$ cat src/rtl/window_color_frequency_counter_macros.svh
// Assertion macros shared by the window color frequency counter RTL.
`ifndef WINDOW_COLOR_FREQUENCY_COUNTER_MACROS_SVH
`define WINDOW_COLOR_FREQUENCY_COUNTER_MACROS_SVH

// Same-cycle implication, checked outside reset.
`define WCF_ASSERT_IMP(name, ante, cons) \
    name: assert property (@(posedge i_clk) disable iff (!i_rst_n) (ante) |-> (cons)) \
        else $error("check failed");

// Next-cycle implication, checked outside reset.
`define WCF_ASSERT_NXT(name, ante, cons) \
    name: assert property (@(posedge i_clk) disable iff (!i_rst_n) (ante) |=> (cons)) \
        else $error("check failed");

`endif

$ cat src/rtl/wcf_pkg.sv
// Shared constants, types and command/status structs of the window color frequency counter.
`default_nettype none
package wcf_pkg;
    localparam int MAX_NODES  = 1024;
    localparam int MAX_COLORS = 1024;
    localparam int BLOCK_SIZE = 32;
    localparam int NPOS       = 2 * MAX_NODES;
    localparam int NBLK       = (MAX_NODES + BLOCK_SIZE - 1) / BLOCK_SIZE + 1;
    localparam int POS_W      = $clog2(NPOS);
    localparam int NODE_W     = $clog2(MAX_NODES);
    localparam int COL_W      = $clog2(MAX_COLORS);
    localparam int FREQ_W     = 11;
    localparam int BLK_W      = $clog2(NBLK);
    localparam int BLK_SH     = $clog2(BLOCK_SIZE);

    localparam logic [1:0] KIND_ADD    = 2'd0;
    localparam logic [1:0] KIND_REMOVE = 2'd1;
    localparam logic [1:0] KIND_QUERY  = 2'd2;
    localparam logic [1:0] KIND_LOAD   = 2'd3;

    typedef enum logic [3:0] {
        S_CLR, S_IDLE, S_LOAD, S_TOUR, S_NODE, S_FREQ, S_CALC,
        S_RD1, S_WR1, S_RD2, S_WR2, S_QRUN, S_DONE
    } t_state;

    typedef struct packed {
        logic capture;
        logic clr;
        logic load_wr;
        logic seen_upd;
        logic calc;
        logic ff_old;
        logic wr_ff;
        logic q_run;
        logic out_load;
    } t_cmd;

    typedef struct packed {
        logic       clr_last;
        logic [1:0] kind;
        logic       q_done;
        logic       out_free;
    } t_sts;
endpackage
`default_nettype wire

$ cat src/rtl/wcf_ctrl.sv
// Controller state machine sequencing clear, load, window update and query.
`default_nettype none
module wcf_ctrl (
    input  wire logic          i_clk,
    input  wire logic          i_rst_n,
    input  wire logic          i_in_valid,
    output logic               o_in_ready,
    input  wcf_pkg::t_sts      i_sts,
    output wcf_pkg::t_cmd      o_cmd
);
    wcf_pkg::t_state r_state, n_state;

    always_ff @(posedge i_clk) begin
        if (!i_rst_n) begin
            r_state <= wcf_pkg::S_CLR;
        end else begin
            r_state <= n_state;
        end
    end

    always_comb begin
        n_state = r_state;
        unique case (r_state)
            wcf_pkg::S_CLR:  if (i_sts.clr_last) n_state = wcf_pkg::S_IDLE;
            wcf_pkg::S_IDLE: begin
                if (i_in_valid) n_state = wcf_pkg::S_TOUR;
            end
            wcf_pkg::S_TOUR: begin
                // decode the captured kind
                unique case (i_sts.kind)
                    wcf_pkg::KIND_QUERY: n_state = wcf_pkg::S_QRUN;
                    wcf_pkg::KIND_LOAD:  n_state = wcf_pkg::S_LOAD;
                    default:             n_state = wcf_pkg::S_NODE;
                endcase
            end
            wcf_pkg::S_LOAD: n_state = wcf_pkg::S_DONE;
            wcf_pkg::S_NODE: n_state = wcf_pkg::S_FREQ;
            wcf_pkg::S_FREQ: n_state = wcf_pkg::S_CALC;
            wcf_pkg::S_CALC: n_state = wcf_pkg::S_RD1;
            wcf_pkg::S_RD1:  n_state = wcf_pkg::S_WR1;
            wcf_pkg::S_WR1:  n_state = wcf_pkg::S_RD2;
            wcf_pkg::S_RD2:  n_state = wcf_pkg::S_WR2;
            wcf_pkg::S_WR2:  n_state = wcf_pkg::S_DONE;
            wcf_pkg::S_QRUN: if (i_sts.q_done) n_state = wcf_pkg::S_DONE;
            wcf_pkg::S_DONE: if (i_sts.out_free) n_state = wcf_pkg::S_IDLE;
            default:         n_state = wcf_pkg::S_IDLE;
        endcase
    end

    always_comb begin
        o_cmd      = '0;
        o_in_ready = 1'b0;
        unique case (r_state)
            wcf_pkg::S_CLR:  o_cmd.clr = 1'b1;
            wcf_pkg::S_IDLE: begin
                o_in_ready  = 1'b1;
                o_cmd.capture = i_in_valid;
            end
            wcf_pkg::S_LOAD: o_cmd.load_wr = 1'b1;
            wcf_pkg::S_FREQ: o_cmd.seen_upd = 1'b1;
            wcf_pkg::S_CALC: o_cmd.calc = 1'b1;
            wcf_pkg::S_WR1:  o_cmd.wr_ff = 1'b1;
            wcf_pkg::S_RD2:  o_cmd.ff_old = 1'b1;
            wcf_pkg::S_WR2: begin
                o_cmd.ff_old = 1'b1;
                o_cmd.wr_ff  = 1'b1;
            end
            wcf_pkg::S_QRUN: o_cmd.q_run = 1'b1;
            wcf_pkg::S_DONE: o_cmd.out_load = i_sts.out_free;
            default: ;
        endcase
    end
endmodule
`default_nettype wire

$ cat config.mk
export PLATFORM = sky130hd
export DESIGN_NAME = wcf_ctrl
export DESIGN_NICKNAME = d
export VERILOG_FILES = /design/src/rtl/window_color_frequency_counter_macros.svh /design/src/rtl/wcf_pkg.sv /design/src/rtl/wcf_ctrl.sv
export SDC_FILE = /design/constraint.sdc
export NUM_CORES = 1
export LEC_CHECK = 0
export ABC_AREA = 1
export BUFFER_PORTS_ARGS = -buffer_cell sky130_fd_sc_hd__buf_2
export CAP_MARGIN = 30
export CORE_AREA = 2 2 39 41
export CTS_BUF_LIST = sky130_fd_sc_hd__clkbuf_16
export CTS_CLUSTER_DIAMETER = 40
export DETAILED_ROUTE_END_ITERATION = 7
export DIE_AREA = 0 0 41 43
export PLACE_DENSITY_LB_ADDON = 0.05
export SYNTH_ARGS = -nofsm -noshare
export SYNTH_HDL_FRONTEND = slang
export SYNTH_SLANG_ARGS = --single-unit
$ cat constraint.sdc
create_clock -name i_clk -period 1.1 [get_ports i_clk]
set_input_delay 0.055 -clock i_clk [delete_from_list [all_inputs] [get_ports i_clk]]
set_output_delay 0.055 -clock i_clk [all_outputs]
set_load 0.05 [all_outputs]
# Word-level counts from Yosys, hierarchy flattened
# Cells that the tools add are included.
# W data, S select, Z words.
[totals]
regBits = 4
input_bits = 8
output_inout_bits = 10
elab_cells = 40
[op_classes]
eq_ne = 18
muxes = 16
n_reduce_logical = 5
[op_table]
columns = ["operator", "n"]
rows = [
  ["$pmux W4 S12", 1],
  ["$eq A4 B4 Y1 const B", 5],
  ["$eq A4 B3 Y1 const B", 4],
  ["$mux W4", 4],
  ["$mux W1", 10],
  ["$eq A4 B2 Y1 const B", 2],
  ["$ne A2 B2 Y1 const B", 4],
  ["$pmux W4 S2", 1],
  ["$reduce_or A2 Y1", 3],
  ["$eq A2 B2 Y1 const B", 2],
  ["$eq A4 B1 Y1 const B", 1],
  ["$logic_not A4 Y1", 1],
  ["$reduce_and A4 Y1", 1],
]

# Longest topological paths before layout
[depth]
depth_word = 3
mapped_depth = 9
mapped_depth_nobuf = 8

# Worst setup path before layout
# Ideal clock, no wire load.
[synth_timing]
path_type = "reg2out"
start = "register r_state[0]"
end = "output o_cmd[0] in the netlist's numbering"
arrival_ps = 1701
required_time_ps = 1045
setup_slack_ps = -656
stages_incl_launch_ff = 5
n_path_buf = 1
cell_sequence = "dfxtp_1 > buf_6 > nor2_2 > inv_2 > nor3_1"
[synth_rtl]
columns = ["item", "line_no", "source"]
rows = [
  ["from (decl)", "wcf_ctrl.sv:11", "wcf_pkg::t_state r_state, n_state;"],
  ["from (signal assigned)", "wcf_ctrl.sv:15", "r_state <= wcf_pkg::S_CLR;"],
  ["from (signal assigned)", "wcf_ctrl.sv:17", "r_state <= n_state;"],
  ["to (decl)", "wcf_ctrl.sv:9", "output wcf_pkg::t_cmd o_cmd"],
]

==> impl_metrics.toml <==
[pwr]
p_sw_w = 0.0005958
peakVddDrop_mv = 1.215
power_frac_seq_pct = 13.4
p_per_area_nw_per_um2 = 1635
p_leak_nw = 0.4823
switching_share_pct = 38.02
internal_power_w = 0.0009715
clkPwrFrac_pct = 35.5
comb_power_share_pct = 51.0

[status]
outcome = "finished, violations left"
violations = "setup timing"

[drt]
wl_per_cell_um = 10.79
drt-initial-drc-count = 6
post-route-drc-count = 0
ant_nets = 0
vias_per_cell = 4.659
firstDrtPassIters = 2
drt_wl_total_mm = 1.359
via_count = 587

[die]
initial_core_util_pct = 31.10
dieWidth_um = 41
die_y_um = 43
rows = 14
io_pins = 18
core_area_um2 = 1384
die_area_um2 = 1763

[finish]
drive_gt1_share_pct = 71.82
nets = 120
reg.largest.list = "r_state x4"
area_growth_pct = 122.7
post-route-cell-area_um2 = 958.4
final_util_pct = 69.26
final_cells = 126
final_cell_mix = "buf_4, buf_6"
final_common_cell = "buf_4"
largest_reg_flops = 4
fill_cells = 128
max_flop_register = "r_state"
diodes = 0

[placement]
place_congestion = 0.8041
hpwl_um = 974.8
port_buffers = 17
placed_cells = 118
placed_area_um2 = 674.4

[global_routing]
grt_max_degree = 7
antenna_found_initial = 0
grt_pass1_vias = 537
gr-total-overflow = 0
track_usage_pct = 18.51
grt_pass1_wl_mm = 2.201

[clock_network]
cts_tree = "built"
cts_buffers = 3
cts_sinks = 4
htreeDepth = 1
cts_max_path_buffers = 2
clk_pin_slew_worst_paths_ns = 0.03
holdBufCountCts = 0
cts-root-buf = "clkbuf_16"
clk_latency_ns = 0.22

[timing]
maxSlewHeadroom_pct = 82.78
setup_slack_ns = -0.1336
slew_viol_final = 0
max_freq_ghz = 0.8106
fin_crit_sh_pct = 112.1
worst_slew_pin_slew_ns = 0.2572
fin_crit_ns = 1.234
clock_skew_ns = 0.0008840
finalSetupViolCount = 14
grt_setup_unrepaired = "yes"
finalHoldViolations = 0

[setup_path]
critPathTopFamily = "flip-flops"
r2r-start = "r_state[3]$_SDFFE_PN0P_"
cp-end-kind = "output pin"
r2r-end = "r_state[2]$_SDFFE_PN0P_"
arrival_ns = 1.18
cp_num_cells = 4
path_max_fanout = 5
cpPeakStageDelay_ns = 0.36
slowest_stage = "dfxtp_4"
crit_start = "r_state[3]$_SDFFE_PN0P_"
cp-endpoint = "o_cmd[6]"
path_cells = "nor2_4 > inv_2 > nor3_4 > buf_6"
critPathBufInv = 2
worstSetupStartpointType = "flop"
r2r_setup_slack_ns = -0.11
crit_required_ns = 1.04
rr_worst_depth = 7
path_class = "flop to output pin"

[logic_synthesis]
ys_ff_latch = 4
synth.cell_area_um2 = 430.4
yosysTopAreaCellShare_pct = 18.60
synth_area_leaders = "dfxtp_1, nor2_1, inv_1"
syn_avg_cell_area_um2 = 5.816
synth_cells = 74
synth_sequential_area_ratio_pct = 18.60
synth.largest_area_cell = "dfxtp_1"
synth_nets = 82
synth_cell_types = 21
ys_warn_count = 0

[min_path]
hold_class = "input port to flop"

[run]
maxCapViolCount = 0
-- repair_timing --
| item | CTS | global route |
|---|---|---|
| endpoints found under the setup margin | 14 | 14 |
| buffers inserted | 4 | 1 |
| resized for setup | 41 | 14 |
| pin swaps | 8 | 10 |
-- cell usage after synthesis --
cell type / n
a21oi_1: 3
buf_6: 1
clkinv_1: 1
clkinv_2: 1
dfxtp_1: 4
inv_1: 11
inv_2: 2
nand2_1: 11
nand2_2: 3
nand3_1: 7
nand3_2: 1
nand3b_1: 1
nand3b_4: 1
nand4_1: 1
nor2_1: 13
nor2_2: 4
nor2_4: 1
nor3_1: 3
o211ai_1: 1
o21ai_0: 3
o21ai_1: 1
-- area by class of cell --
| type | count | area [µm²] | area share (%) |
|---|---|---|---|
| Inverter | 15 | 61.31 | 6.397 |
| Timing Repair Buffer | 34 | 297.8 | 31.07 |
| Sequential cell | 4 | 95.09 | 9.922 |
| Multi-Input combinational cell | 54 | 409.1 | 42.69 |
| Clock buffer | 3 | 75.07 | 7.833 |
| Tap cell | 16 | 20.02 | 2.089 |
-- metrics by stage --
stage	TNS [ns]	hold slack [ns]	power, W	worst slack (ns)
CTS	-1.137	0.08267	0.001534	-0.1195
global placement	-0.2826	0.3258	0.0007910	-0.09107
global route	-1.875	0.1027	0.001648	-0.1770
finish	-1.157	0.09073	0.001567	-0.1336
floorplan	-0.4133	0.1926	0.0006506	-0.1265
detailed placement	-0.3166	0.3223	0.0007913	-0.09276
-- routing by layer --
metal	vias up	share of wire, %	track usage (%)	routed length, µm
li1	309	-	-	-
met1	262	44	23.62	594
met2	14	53	28.13	714
met3	2	3.0	4.712	41
met4	0	0.59	8.000	8
met5	-	0	0	0
-- power by group through the flow --
stage | registers, W | clock network, W | logic (W)
final | 0.000210 | 0.000557 | 0.000800
after global routing | 0.000213 | 0.000583 | 0.000851
after CTS | 0.000210 | 0.000570 | 0.000755
after detailed placement | 0.000207 | 0 | 0.000585
after global placement | 0.000207 | 0 | 0.000584
after floorplan | 0.000188 | 0 | 0.000463
-- logic make-up (layout without fill, tap and decap cells) --
family / count (synthesis) / count (layout) / synth area share (%)
buffers and inverters: 16 / 52 / 15.99
AO/OA/AOI/OAI: 8 / 8 / 9.881
AND/OR/NAND/NOR: 46 / 46 / 55.52
flip-flops: 4 / 4 / 18.61
-- how the worst min path moves through the flow --
| stage | depth (start not counted) | startpoint | end | slack [ns] |
|---|---|---|---|---|
| 2_1_floorplan | 2 | i_rst_n | r_state[0]$_SDFFE_PN0P_ | 0.19 |
| 3_3_place_gp | 3 | i_rst_n | r_state[0]$_SDFFE_PN0P_ | 0.33 |
| 3_5_place_dp | 3 | i_rst_n | r_state[0]$_SDFFE_PN0P_ | 0.32 |
| 4_1_cts | 3 | i_rst_n | r_state[0]$_SDFFE_PN0P_ | 0.08 |
| 5_1_grt | 3 | i_rst_n | r_state[0]$_SDFFE_PN0P_ | 0.10 |
| 6_report | 3 | i_rst_n | r_state[0]$_SDFFE_PN0P_ | 0.09 |
-- worst register-to-register path, delay by kind of cell (launching register included) --
kind / cells / cell delay, ns
buf+inv: 2 / 0.22
simple gates: 4 / 0.41
flops: 1 / 0.36
compound gates: 1 / 0.14
Power figures use the tool's default switching activity.
